[src/rtc_pkg.sv]
package rtc_pkg;

  localparam int FRAC_BITS = 16;
  localparam int ID_BITS   = 16;
  localparam int CRD_W     = 32;
  localparam int EDGE_W    = CRD_W + 1;
  localparam int OPND_W    = EDGE_W + 1;
  localparam int PROD_W    = 2 * OPND_W;
  localparam int CRS_W     = 2 * EDGE_W;
  localparam int ACC_W     = 104;
  localparam int DIV_W     = 136;
  localparam int T_BITS    = 31;
  localparam int QUO_W     = T_BITS + 1;
  localparam int BARY_W    = FRAC_BITS + 1;
  localparam int CFG_IDX_W = 3;

  typedef enum logic [CFG_IDX_W-1:0] {
    REG_ORIGIN_X  = 3'd0,
    REG_ORIGIN_Y  = 3'd1,
    REG_ORIGIN_Z  = 3'd2,
    REG_DIR_X     = 3'd3,
    REG_DIR_Y     = 3'd4,
    REG_DIR_Z     = 3'd5,
    REG_MIN_DIST  = 3'd6,
    REG_DET_THR   = 3'd7
  } cfg_reg_t;

  typedef struct packed {
    logic signed [CRD_W-1:0] a_x;
    logic signed [CRD_W-1:0] a_y;
    logic signed [CRD_W-1:0] a_z;
    logic signed [CRD_W-1:0] b_x;
    logic signed [CRD_W-1:0] b_y;
    logic signed [CRD_W-1:0] b_z;
    logic signed [CRD_W-1:0] c_x;
    logic signed [CRD_W-1:0] c_y;
    logic signed [CRD_W-1:0] c_z;
    logic [ID_BITS-1:0]      triangle_id;
    logic                    last;
  } tri_in_t;

  typedef struct packed {
    logic                hit;
    logic [ID_BITS-1:0]  hit_id;
    logic [T_BITS-1:0]   hit_distance;
    logic [BARY_W-1:0]   bary_u;
    logic [BARY_W-1:0]   bary_v;
  } hit_out_t;

  typedef struct packed {
    logic [CRD_W-1:0]  origin_x;
    logic [CRD_W-1:0]  origin_y;
    logic [CRD_W-1:0]  origin_z;
    logic [CRD_W-1:0]  dir_x;
    logic [CRD_W-1:0]  dir_y;
    logic [CRD_W-1:0]  dir_z;
    logic [T_BITS-1:0] min_dist;
    logic [T_BITS-1:0] det_thr;
  } ray_cfg_t;

  // Edge vectors of one triangle, ready for the arithmetic back end
  typedef struct packed {
    logic [2:0][EDGE_W-1:0] e1;
    logic [2:0][EDGE_W-1:0] e2;
    logic [2:0][EDGE_W-1:0] s;
    logic [ID_BITS-1:0]     id;
    logic                   last;
  } work_t;

endpackage

[src/rtc_front.sv]
module rtc_front (
  input  logic              clk,
  input  logic              rst_n,
  input  logic              in_valid,
  output logic              in_stall,
  input  rtc_pkg::tri_in_t  in_data,
  input  rtc_pkg::ray_cfg_t cfg,
  output logic              push_valid,
  input  logic              push_ready,
  output rtc_pkg::work_t    push_data
);
  import rtc_pkg::*;

  logic  f_v_r;
  work_t w_r;
  work_t w_nxt;

  function automatic logic [EDGE_W-1:0] dif(input logic [CRD_W-1:0] x,
                                           input logic [CRD_W-1:0] y);
    return {x[CRD_W-1], x} - {y[CRD_W-1], y};
  endfunction

  // Form the edges and the origin offset from vertex A
  always_comb begin
    w_nxt.e1[0] = dif(in_data.b_x, in_data.a_x);
    w_nxt.e1[1] = dif(in_data.b_y, in_data.a_y);
    w_nxt.e1[2] = dif(in_data.b_z, in_data.a_z);
    w_nxt.e2[0] = dif(in_data.c_x, in_data.a_x);
    w_nxt.e2[1] = dif(in_data.c_y, in_data.a_y);
    w_nxt.e2[2] = dif(in_data.c_z, in_data.a_z);
    w_nxt.s[0]  = dif(cfg.origin_x, in_data.a_x);
    w_nxt.s[1]  = dif(cfg.origin_y, in_data.a_y);
    w_nxt.s[2]  = dif(cfg.origin_z, in_data.a_z);
    w_nxt.id    = in_data.triangle_id;
    w_nxt.last  = in_data.last;
  end

  assign in_stall   = f_v_r && !push_ready;
  assign push_valid = f_v_r;
  assign push_data  = w_r;

  // Hold one prepared triangle until the queue takes it
  always_ff @(posedge clk) begin
    if (!rst_n) begin
      f_v_r <= 1'b0;
    end else if (in_valid && !in_stall) begin
      f_v_r <= 1'b1;
    end else if (push_ready) begin
      f_v_r <= 1'b0;
    end
    if (in_valid && !in_stall) begin
      w_r <= w_nxt;
    end
  end

endmodule

[config.mk]
export PLATFORM = sky130hd
export DESIGN_NAME = rtc_front
export DESIGN_NICKNAME = d
export VERILOG_FILES = /design/src/rtc_pkg.sv /design/src/rtc_front.sv
export SDC_FILE = /design/constraint.sdc
export NUM_CORES = 1
export LEC_CHECK = 0
export BUFFER_PORTS_ARGS = -buffer_cell sky130_fd_sc_hd__buf_4
export CAP_MARGIN = 20
export CORE_AREA = 2 2 345 347
export CTS_CLUSTER_SIZE = 24
export DETAILED_ROUTE_END_ITERATION = 8
export DIE_AREA = 0 0 347 349
export PLACE_DENSITY_LB_ADDON = 0.08
export SLEW_MARGIN = 5
export SYNTH_ARGS = -nofsm -noshare
export SYNTH_HDL_FRONTEND = slang
export SYNTH_SLANG_ARGS = --single-unit
export TNS_END_PERCENT = 50
[constraint.sdc]
create_clock -name clk -period 31 [get_ports clk]
set_clock_uncertainty 0.15 [all_clocks]
set_input_delay 3.1 -clock clk [delete_from_list [all_inputs] [get_ports clk]]
set_output_delay 3.1 -clock clk [all_outputs]
set_load 0.02 [all_outputs]
# Yosys cells after proc, flatten, opt, wreduce, memory -nomap -nowiden
# Cells that the tools add are included.
# classes
add_sub_neg	9
muxes	2
reduce_logical	5
# op_table
operator	n
subtractor 32 x 32 -> 33 bit	9
logical AND 1 bit	2
zero test 1 bit	2
two-way mux 1 bit	2
nonzero test 2 bit	1
# word_totals
reg_bits	315
input_bits	563
output_inout_bits	316
wordCells	28

# Depth between registers and ports, before layout
# depth
depth_word	5
mapped_depth	13
depth_no_buf	13

# Worst setup path after synthesis
# OpenSTA, ideal clock, no wires.
# synth_timing
path_type	input port to flip-flop
startpoint	in push_ready
endpoint	reg w_r (netlist bit push_data[0]) (enable)
setup_ns	1.026
t_arrival_ns	16.911
required_ns	29.824
path_slack_ns	12.913
stages	2
n_path_buf	0
path_cell_list	nor2b_1 -> nor2b_1
# synth_between
elab_chain_cells	4
# synth_rtl
item	line_no	rtl
from (decl)	rtc_front.sv:9	input logic push_ready,
zero test 1 bit	rtc_front.sv:38	assign in_stall = f_v_r && !push_ready;
logical AND 1 bit	rtc_front.sv:38	
zero test 1 bit	rtc_front.sv:51	if (in_valid && !in_stall) begin
logical AND 1 bit	rtc_front.sv:51	
to (signal assigned)	rtc_front.sv:52	w_r <= w_nxt;
to (decl)	rtc_front.sv:15	work_t w_r;
# Every way passes these cells.
# A chain may end at the register's enable or synchronous reset.

# Final worst setup path
# layout_timing
startpoint	in push_ready
endpoint	out in_stall
# layout_between
elab_chain_cells	2
# layout_rtl
item	line_no	rtl
zero test 1 bit	rtc_front.sv:38	
logical AND 1 bit	rtc_front.sv:38	
to (decl)	rtc_front.sv:5	output logic in_stall,
# Every way passes these cells.

==> impl_results.md <==
* Status: finished, final reports clean
* Setup Crit Path Kind: input port to output port
* Initial Util at 19.94%
* Worst Path Arrival at 3.73 ns
* Slowest cell delay on critical path at 0.30 ns
* CTS Buf Count at 47
* IO buf count at 720
* Most numerous cell on the critical path: buf_4
* Crit-path slowest cell: nor2b_1
* Chip width at 347 um
* Filler cells at 12510
* Core area at 117500 um2
* Synth async-reset ratio at 0%
* Mapped Cells at 2315
* Seq cells post-synth at 315
* Top Ports at 879
* Worst r2r src: push_valid
* Pre-antenna DRT Iters at 5
* Final Max Tran Viols at 0
* RSZ-0062 raised after global routing: false
* Die Height at 349 um
* Ys flop type: edfxtp_1
* CTS Hold Bufs at 0
* Total negative setup slack at 0 ns
* Syn Area/Cell at 10.12 um2
* Data required, critical path at 27.75 ns
* Clock slew at the register clock pins of the worst setup and hold paths at 0.06 ns
* Max_cap viols at 0
* Flop pwr share at 33.8%
* First-pass GRT wire length at 145000 um
* Clock buffer depth at 3
* Total power at 1.677 mW
* TritonCTS Sinks at 315
* Ys Warns at 0
* Hold_ws at 0.5615 ns
* Crit path from: push_ready
* Final hold vios at 0
* PnR worst setup slack at 24.02 ns
* GPL Wtd Cong at 0.8982
* Reg-to-Reg End: push_data[294]
* Worst-Skew Late Latency at 0.61 ns
* Final instance area at 32320 um2
* H-tree depth at 2
* Detailed Route Iter0 Violations at 936
* Switching power as a share of total power at 33.49%
* Minimum clock period after layout at 6.975 ns
* Measured slew at the worst slew-check pin at 1.151 ns
* Grt total ovfl at 0
* Crit path capture: in_stall
* Vias in the first global route at 21720
* Area Overhead vs Synth at 37.99%
* Distinct cells, synth at 78
* Clk pwr share at 33.2%
* Share of cells above drive strength 1 at 26.47%
* P_int at 1.115 mW
* Largest net degree at the start of global routing at 141
* Worst hold path class: flop to flop
* Seq/Total Area, Yosys at 40.34%
* Period Utilization, post-route at 22.50%
* Initial antenna violation count at 23
* Setup repair bufs after CTS at 0
* Critical Path Source Type: input port
* Static Leak at 14.46 nW
* Total GRT Usage at 16.17%
* Commonest non-fill, non-tap cell in the layout: buf_4
* Final setup fails at 0
* WL final at 101300 um
* Number of flops mapped to enable cells by yosys at 314
* Worst-path maximum fanout at 3
* Crit-path cells: buf_4 > nor2b_1 > buf_4
* Comb pwr share at 33.0%
* # DRC at 0
* Antenna-violating nets left at 0
* Post-CTS sizing at 0
* NumNets Final at 3937
* Synthesized area at 23420 um2
* Commonest cells after routing, fill and taps aside: 723 x buf_4, 314 x edfxtp_1, 288 x ha_1, 214 x a21oi_1, 199 x inv_1
* Power Density at 51.87 nW/um2
* Rel. slew slack at 23.25%
* Pre-CTS WS at 23.67 ns
* Fmax achieved at 0.1434 GHz
* CTS Root Cell: clkbuf_16
* Placed cell area at 30760 um2
* VDD IR max at 0.03263 mV
* Setup slack, reg-to-reg at 27.44 ns
* CTS tree: yes
* Vias per cell at 4.462
* FP Rows at 126
* Full die area at 121100 um2
* Detailed placement HPWL at 84710 um
* Worst Setup End Kind: output port
* R2R cell count at 5
* Mapped Nets at 3175
* Avg WL per Cell at 21.75 um
* Switching pwr at 0.5615 mW
* Routed via count at 20770
==> worst min-delay path by stage <==
stage               startpoint    endpoint  slack (ns)  cells after the start
CTS                 push_valid  push_valid        0.57                      2
global route        push_valid  push_valid        0.61                      2
floorplan           push_valid  push_valid        0.67                      2
global placement    push_valid  push_valid        0.53                      2
finish              push_valid  push_valid        0.56                      2
detailed placement  push_valid  push_valid        0.56                      2
==> layer usage <==
layer  global-route usage [%]  share of wire (%)
met4                    3.860                2.0
met2                    27.64                 48
met1                    18.69                 40
met5                        0               0.18
met3                    6.680                9.4
==> logic make-up (layout without fill, tap and decap cells) <==
| group | count (synthesis) | count (layout) | synth area share (%) |
|---|---|---|---|
| adders and majority gates | 297 | 297 | 16.15 |
| and+or+nand+nor | 529 | 529 | 10.89 |
| other | 0 | 7 | 0 |
| buffers and inverters | 210 | 1008 | 3.365 |
| muxes | 2 | 2 | 0.08546 |
| xor gates and xnor gates | 246 | 246 | 9.198 |
| DFF | 315 | 315 | 40.34 |
| AOI/OAI and AO/OA | 716 | 716 | 19.97 |
==> final cells by class <==
cell class	instances	area (um2)	area share [%]
multi-input combinational	1790	13200	40.82
clock buffer	63	1309	4.049
clock inverter	22	236.5	0.7316
inverter	199	747.0	2.311
antenna	7	17.52	0.05419
timing repair buffer	724	5448	16.85
tap	1536	1922	5.946
sequential	315	9449	29.23
==> sequential cells by signal (all words and copies together), names as in the netlist <==
| register | count |
|---|---|
| push_data | 314 |
| push_valid | 1 |
==> synthesized netlist by cell type, types with 12 or more instances <==
cell type | instances | share of area, %
a211oi_1 | 16 | 0.51
a21o_1 | 114 | 3.7
a21oi_1 | 214 | 4.6
a31oi_1 | 34 | 0.91
and2_1 | 12 | 0.32
and3_1 | 25 | 0.67
edfxtp_1 | 314 | 40
ha_1 | 288 | 15
inv_1 | 199 | 3.2
nand2_1 | 129 | 2.1
nand2b_1 | 36 | 0.96
nand3_1 | 50 | 1.1
nand4_1 | 17 | 0.45
nor2_1 | 154 | 2.5
nor2b_1 | 34 | 0.91
nor3_1 | 27 | 0.58
o21a_1 | 62 | 2.0
o21ai_0 | 114 | 2.4
o21bai_1 | 28 | 0.90
xnor2_1 | 173 | 6.5
xor2_1 | 73 | 2.7
==> through the flow <==
stage | instances | utilization, %
global placement | 4564 | 26.19
CTS | 4649 | 27.51
global route | 4655 | 27.52
floorplan | 2315 | -
detailed placement | 4564 | 26.19
finish | 4656 | 27.52
==> worst max-delay path: cells and delay by family <==
kind                   cells  cell delay (ns)
AND/OR/NAND/NOR            1             0.30
buffers and inverters      2             0.33
==> power groups by stage <==
stage	sequential (mW)	clock (mW)	combinational, mW
final	0.566	0.557	0.553
after detailed placement	0.575	0	0.557
after CTS	0.568	0.584	0.560
after global placement	0.575	0	0.558
after floorplan	0.650	0	0.259
after global routing	0.572	0.597	0.604
No activity file was read; power rests on OpenSTA's default activity.
