--- src/rtc_pkg.sv ---
package rtc_pkg;

  localparam int FRAC_BITS = 16;
  localparam int ID_BITS   = 16;
  localparam int CRD_W     = 32;
  localparam int EDGE_W    = CRD_W + 1;
  localparam int OPND_W    = EDGE_W + 1;
  localparam int PROD_W    = 2 * OPND_W;
  localparam int CRS_W     = 2 * EDGE_W;
  localparam int ACC_W     = 104;
  localparam int DIV_W     = 136;
  localparam int T_BITS    = 31;
  localparam int QUO_W     = T_BITS + 1;
  localparam int BARY_W    = FRAC_BITS + 1;
  localparam int CFG_IDX_W = 3;

  typedef enum logic [CFG_IDX_W-1:0] {
    REG_ORIGIN_X  = 3'd0,
    REG_ORIGIN_Y  = 3'd1,
    REG_ORIGIN_Z  = 3'd2,
    REG_DIR_X     = 3'd3,
    REG_DIR_Y     = 3'd4,
    REG_DIR_Z     = 3'd5,
    REG_MIN_DIST  = 3'd6,
    REG_DET_THR   = 3'd7
  } cfg_reg_t;

  typedef struct packed {
    logic signed [CRD_W-1:0] a_x;
    logic signed [CRD_W-1:0] a_y;
    logic signed [CRD_W-1:0] a_z;
    logic signed [CRD_W-1:0] b_x;
    logic signed [CRD_W-1:0] b_y;
    logic signed [CRD_W-1:0] b_z;
    logic signed [CRD_W-1:0] c_x;
    logic signed [CRD_W-1:0] c_y;
    logic signed [CRD_W-1:0] c_z;
    logic [ID_BITS-1:0]      triangle_id;
    logic                    last;
  } tri_in_t;

  typedef struct packed {
    logic                hit;
    logic [ID_BITS-1:0]  hit_id;
    logic [T_BITS-1:0]   hit_distance;
    logic [BARY_W-1:0]   bary_u;
    logic [BARY_W-1:0]   bary_v;
  } hit_out_t;

  typedef struct packed {
    logic [CRD_W-1:0]  origin_x;
    logic [CRD_W-1:0]  origin_y;
    logic [CRD_W-1:0]  origin_z;
    logic [CRD_W-1:0]  dir_x;
    logic [CRD_W-1:0]  dir_y;
    logic [CRD_W-1:0]  dir_z;
    logic [T_BITS-1:0] min_dist;
    logic [T_BITS-1:0] det_thr;
  } ray_cfg_t;

  // Edge vectors of one triangle, ready for the arithmetic back end
  typedef struct packed {
    logic [2:0][EDGE_W-1:0] e1;
    logic [2:0][EDGE_W-1:0] e2;
    logic [2:0][EDGE_W-1:0] s;
    logic [ID_BITS-1:0]     id;
    logic                   last;
  } work_t;

endpackage

--- src/rtc_queue.sv ---
module rtc_queue (
  input  logic           clk,
  input  logic           rst_n,
  input  logic           push_valid,
  output logic           push_ready,
  input  rtc_pkg::work_t push_data,
  output logic           pop_valid,
  input  logic           pop_ready,
  output rtc_pkg::work_t pop_data
);
  import rtc_pkg::*;

  work_t      mem_r [2];
  logic       wr_ptr_r;
  logic       rd_ptr_r;
  logic [1:0] cnt_r;
  logic       push;
  logic       pop;

  assign push_ready = (cnt_r != 2'd2);
  assign pop_valid  = (cnt_r != 2'd0);
  assign pop_data   = mem_r[rd_ptr_r];
  assign push       = push_valid && push_ready;
  assign pop        = pop_valid && pop_ready;

  // Advance pointers and fill count on each transfer
  always_ff @(posedge clk) begin
    if (!rst_n) begin
      wr_ptr_r <= 1'b0;
      rd_ptr_r <= 1'b0;
      cnt_r    <= 2'd0;
    end else begin
      if (push) wr_ptr_r <= !wr_ptr_r;
      if (pop)  rd_ptr_r <= !rd_ptr_r;
      if (push && !pop) begin
        cnt_r <= cnt_r + 2'd1;
      end else if (pop && !push) begin
        cnt_r <= cnt_r - 2'd1;
      end
    end
    if (push) begin
      mem_r[wr_ptr_r] <= push_data;
    end
  end

endmodule

--- config.mk ---
export PLATFORM = sky130hd
export DESIGN_NAME = rtc_queue
export DESIGN_NICKNAME = d
export VERILOG_FILES = /design/src/rtc_pkg.sv /design/src/rtc_queue.sv
export SDC_FILE = /design/constraint.sdc
export NUM_CORES = 1
export LEC_CHECK = 0
export BUFFER_PORTS_ARGS = -buffer_cell sky130_fd_sc_hd__buf_2
export CAP_MARGIN = 20
export CORE_MARGIN = 5
export CORE_UTILIZATION = 35
export CTS_CLUSTER_DIAMETER = 80
export DETAILED_ROUTE_END_ITERATION = 16
export HOLD_SLACK_MARGIN = 0.06
export MAX_ROUTING_LAYER = met4
export SLEW_MARGIN = 15
export SYNTH_ARGS = -nofsm -noshare
export SYNTH_HDL_FRONTEND = slang
export SYNTH_SLANG_ARGS = --single-unit
--- constraint.sdc ---
create_clock -name clk -period 22.1 [get_ports clk]
set_input_delay 2.21 -clock clk [delete_from_list [all_inputs] [get_ports clk]]
set_output_delay 2.21 -clock clk [all_outputs]
set_load 0.02 [all_outputs]
## Word level (Yosys, flattened, before mapping)

Memory sizes are Yosys's and may differ from the RTL's. A register that Yosys moved wholly into a read port is not among the register bits.
Index checks and enable logic that the tools add are counted.
W data, S select, Z words.

- Register bits: 4
- Bits in latches: 0
- Memory bits (writable): 628
- Bits in read-only memories: 0
- Input port bits: 318
- Output and inout port bits: 316
- Logic and storage cells: 23
- Memories: 1

Memories:

| memory | words | width | rd ports | clocked after memory_dff | wr ports | line | text |
|---|---|---|---|---|---|---|---|
| mem_r | 2 | 314 | 1 | 1 | 1 | rtc_queue.sv:13 | `work_t mem_r [2];` |

- Add/sub/neg operators: 2
- Multiply operators: 0
- Div/mod/pow operators: 0
- $lt $le $gt $ge: 0
- Eq/ne operators: 1
- Shift operators: 0
- Multiplexer cells: 6
- Bitwise operators: 0
- Reductions and logical operators: 10

Operator list:

| cell | count |
|---|---|
| $logic_and A1 B1 Y1 | 4 |
| $logic_not A1 Y1 | 4 |
| $mux W1 | 4 |
| $mux W2 | 2 |
| $reduce_bool A2 Y1 | 2 |
| $add A2 B1 Y2 const B | 1 |
| $ne A2 B2 Y1 const B | 1 |
| $sub A2 B1 Y2 const B | 1 |

## Longest topological paths before layout

- Depth after elaboration: 6
- Gate-level depth with buffers: 6
- Depth with buffers taken out: 6

## Least setup slack after synthesis

Ideal clock, no wire load.

- Kind: in2reg
- From: input push_valid
- To: memory mem_r[1][0] (netlist name), enable pin
- Library setup time: 0.718 ns
- Arrival: 9.398 ns
- Required time: 21.382 ns
- Slack: 11.984 ns
- Cell stages on the path: 1
- Buffers on the path: 0
- Path through: and3_1

- Cells in the longest elaborated chain, start to end: 3

RTL lines:

| what | line | text |
|---|---|---|
| start: declaration | rtc_queue.sv:4 | `input logic push_valid,` |
| $logic_and A1 B1 Y1 | rtc_queue.sv:23 | `assign push = push_valid && push_ready;` |
| $mux W1 | rtc_queue.sv:41 | `if (push) begin` |
| $mux W1 (implied by the code) | rtc_queue.sv:42 | `mem_r[wr_ptr_r] <= push_data;` |
| end: declaration | rtc_queue.sv:13 |  |

No other way between the ends.

==> impl_metrics.csv <==
group,metric,value,unit
power_and_ir_drop,p_clk_share,30.3,%
sta,fin_skew,30.2,ps
global_routing,met2_usage,26.3,%
power_and_ir_drop,leakage,0.0116,uW
yosys,synth_area_per_cell,24.0,sq um
final_layout,fin_cells,2627,
sta,report.final.slew_viol_count,0,
sta,worst_slew_pin_slew,1150,ps
route,drtIter0Drc,690,
critical_path,cpMostUsedCell,"buf_4",
final_layout,areaGrowthSynthToFinish,26.2,%
sta,slew_headroom,23.4,%
clock_network,clock_path_buffers,3,
yosys,yosysUniqueCellTypes,21,
floorplan,core,68200,sq um
yosys,synth_area_leaders,"edfxtp_1 79%, mux2_4 16%, mux2_2 2.5%",
critical_path,worstPathCellList,"buf_4 -> buf_4 -> buf_4 -> mux2_4 -> buf_2",
route,wl_per_cell,21.3,um
global_routing,busiest_layer,"met2",
route,ant_nets,0,
place,dp_hpwl,39300,um
floorplan,initial_core_util,35.1,%
critical_path,r2r_cells,5,
sta,fmax,0.149,GHz
route,drc,0,
floorplan,io-pin-count,634,
clock_network,cts_setup_buffers,0,
yosys,syn-cell-area,24000,sq um
final_layout,layout-drive-gt1-share,61.0,%
power_and_ir_drop,p_comb_share,27.8,%
clock_network,cts_max_level,3,
hold_path,hold_class,"flop to flop",
global_routing,grt_pass1_wl,79800,um
sta,setup_tns,0,ps
place,place_ws,15960,ps
route,viasPerCell,4.53,
yosys,synth_top_area_share,78.7,%
yosys,yosys.area.top_type,"edfxtp_1",
critical_path,crit_arrival,4520,ps
yosys,synthCells,1001,
critical_path,required,19890,ps
critical_path,cpPeakStageDelay,890,ps
yosys,synth_top_family_by_area,"multiplexers",
power_and_ir_drop,ir_worst_vdd,0.000124,V
power_and_ir_drop,power_density,123,nW/um^2
clock_network,cts_tree,"built",
yosys,synth_edf_count,628,
yosys,synth.most_common_cell,"edfxtp_1",
yosys,syn_nets,1320,
clock_network,clk_pin_slew_worst_paths,50,ps
job,cap_viol_max_count,0,
power_and_ir_drop,switching_share,29.5,%
critical_path,reg2reg_from,"cnt_r[0]",
route,wirelength,55800,um
route,num_vias,11900,
yosys,synth_compound_area_share,0.146,%
final_layout,fin_nets,2000,
yosys,synthAdderAreaFrac,0.0522,%
floorplan,die-area,73800,sq um
global_routing,antenna_found_initial,12,
sta,finalHoldViolCount,0,
place,io_buffers,633,
global_routing,grt_use_total,14.7,%
yosys,yosysWarningCount,0,
floorplan,die_height,272,um
floorplan,die_w,272,um
yosys,async_reset_ff_share,0,%
critical_path,crit_fanout,58,
hold_path,holdCritStartpoint,"cnt_r[1]",
place,placedCellCount,2491,
final_layout,finish.utilization,44.3,%
yosys,synth_ff_type,"edfxtp_1",
critical_path,critPathLaunchType,"flop",
final_layout,fillCellCount,6016,
yosys,synth_simple_gate_area_share,0.271,%
global_routing,grt_pass1_vias,12800,
route,dr.pass1.iters,4,
yosys,synth_commonest_cells,"628 x edfxtp_1, 260 x mux2_4, 54 x mux2_2, 30 x buf_6",
global_routing,grt_overflow_total,0,
critical_path,critPathSlowestCell,"buf_4",
status,outcome,"finished, final reports clean",
sta,period_share,30.4,%
global_routing,grt_max_degree,149,
hold_path,min_to,"cnt_r[1]",
yosys,ys_ff_latch,633,
clock_network,cts_repair_resize_count,0,
yosys,seq_area_frac_synth,79.1,%
hold_path,hold_depth,2,
power_and_ir_drop,seqPwrFrac,41.9,%
clock_network,holdBufCountCts,0,
sta,grt_setup_unrepaired,"false",
critical_path,timing.rr.end,"mem_r[0][225]",
sta,min_period,6730,ps
critical_path,critPathCaptureType,"output pin",
floorplan,rows,96,
yosys,synth_xor_area_share,0.110,%
sta,layout_setup_ws,15370,ps
place,globalplace.congestion,0.819,
sta,finalSetupViolCount,0,
critical_path,criticalPathCategory,"flop to output pin",
critical_path,r2r_slack,18410,ps
yosys,synthMuxAreaShare,18.8,%
global_routing,grt_util_met1,15.7,%
clock_network,cts_sinks,633,
power_and_ir_drop,p_int,2610,uW
global_routing,use_met3,4.26,%
clock_network,insertion_delay,590,ps
power_and_ir_drop,p_switching,1090,uW
clock_network,cts-buffers-inserted,70,
clock_network,root_buffer,"clkbuf_16",
-- worst max-delay path by stage --
| stage | end | from | cells past startpoint |
|---|---|---|---|
| 3_5_place_dp | pop_data[162] | flop | 5 |
| 3_3_place_gp | pop_data[58] | flop | 5 |
| 4_1_cts | pop_data[157] | flop | 5 |
| 5_1_grt | pop_data[157] | flop | 5 |
| 6_report | pop_data[157] | flop | 5 |
| 2_1_floorplan | mem_r[1][0] | push_valid | 1 |
-- kinds of logic after synthesis --
| logic type | Yosys count |
|---|---|
| buffers and inverters | 36 |
| and+or+nand+nor | 9 |
| AOI/OAI and AO/OA | 5 |
| muxes | 314 |
| DFF | 633 |
| xor gates and xnor gates | 3 |
| adders and majority gates | 1 |
-- power groups by stage --
stage	logic [uW]	clock network (uW)	registers, uW
final	1030	1120	1550
after global routing	1080	1210	1570
after CTS	1050	1160	1560
after detailed placement	1050	0	1580
after global placement	1040	0	1570
after floorplan	762	0	1600
-- cells in the final DEF (no fill, tap or decap) --
cell type and n:
inv_8 2, clkinv_2 8, bufinv_16 6, a21bo_2 1, dfxtp_4 1, and2_1 4, diode_2 10, or2_2 1
buf_4 8, clkbuf_1 20, nand2b_4 1, ha_1 1, o21ai_1 1, a21boi_0 1, inv_6 5, edfxtp_1 628
nand3b_1 1, mux2_4 260, dfxtp_1 4, xor2_1 1, o21ai_0 1, buf_12 2, clkinv_8 3, xnor2_1 2
clkinv_1 10, and3_4 1, clkinvlp_4 2, mux2_2 54, or3_1 1, a21boi_1 1, buf_2 633, clkbuf_16 71
-- layer usage --
metal	up-vias	wire length, um
met5	-	0
li1	5397	-
met2	376	30300
met3	95	3670
met1	6026	20400
met4	0	1440
-- metrics by stage --
stage	instance area, sq um	hold WS (ps)	power [uW]
finish	30300	572	3710
global route	30300	589	3860
CTS	30200	570	3760
detailed placement	28000	561	2630
global placement	28000	531	2610
floorplan	24000	512	2360
-- cell type report --
class                      instances  area, sq um  area share [%]
clock buffer                      91         1850            6.12
clock inverter                    35          377            1.24
tap                              882         1100            3.65
multi-input combinational        332         4660            15.4
timing repair buffer             643         3270            10.8
sequential                       633        19000            62.7
inverter                           1         11.3          0.0372
antenna                           10         25.0          0.0827
-- critical path: cells and delay by family (launching register included) --
kind / cells / cell delay (ps)
buffers and inverters: 4 / 2620
flip-flops: 1 / 760
multiplexers: 1 / 360
-- sequential cells by signal, indices dropped and copies added, names as in the netlist, named ones only --
name      count
cnt_r         2
rd_ptr_r      1
mem_r       628
wr_ptr_r      1
(Power assumes the default switching activity.)
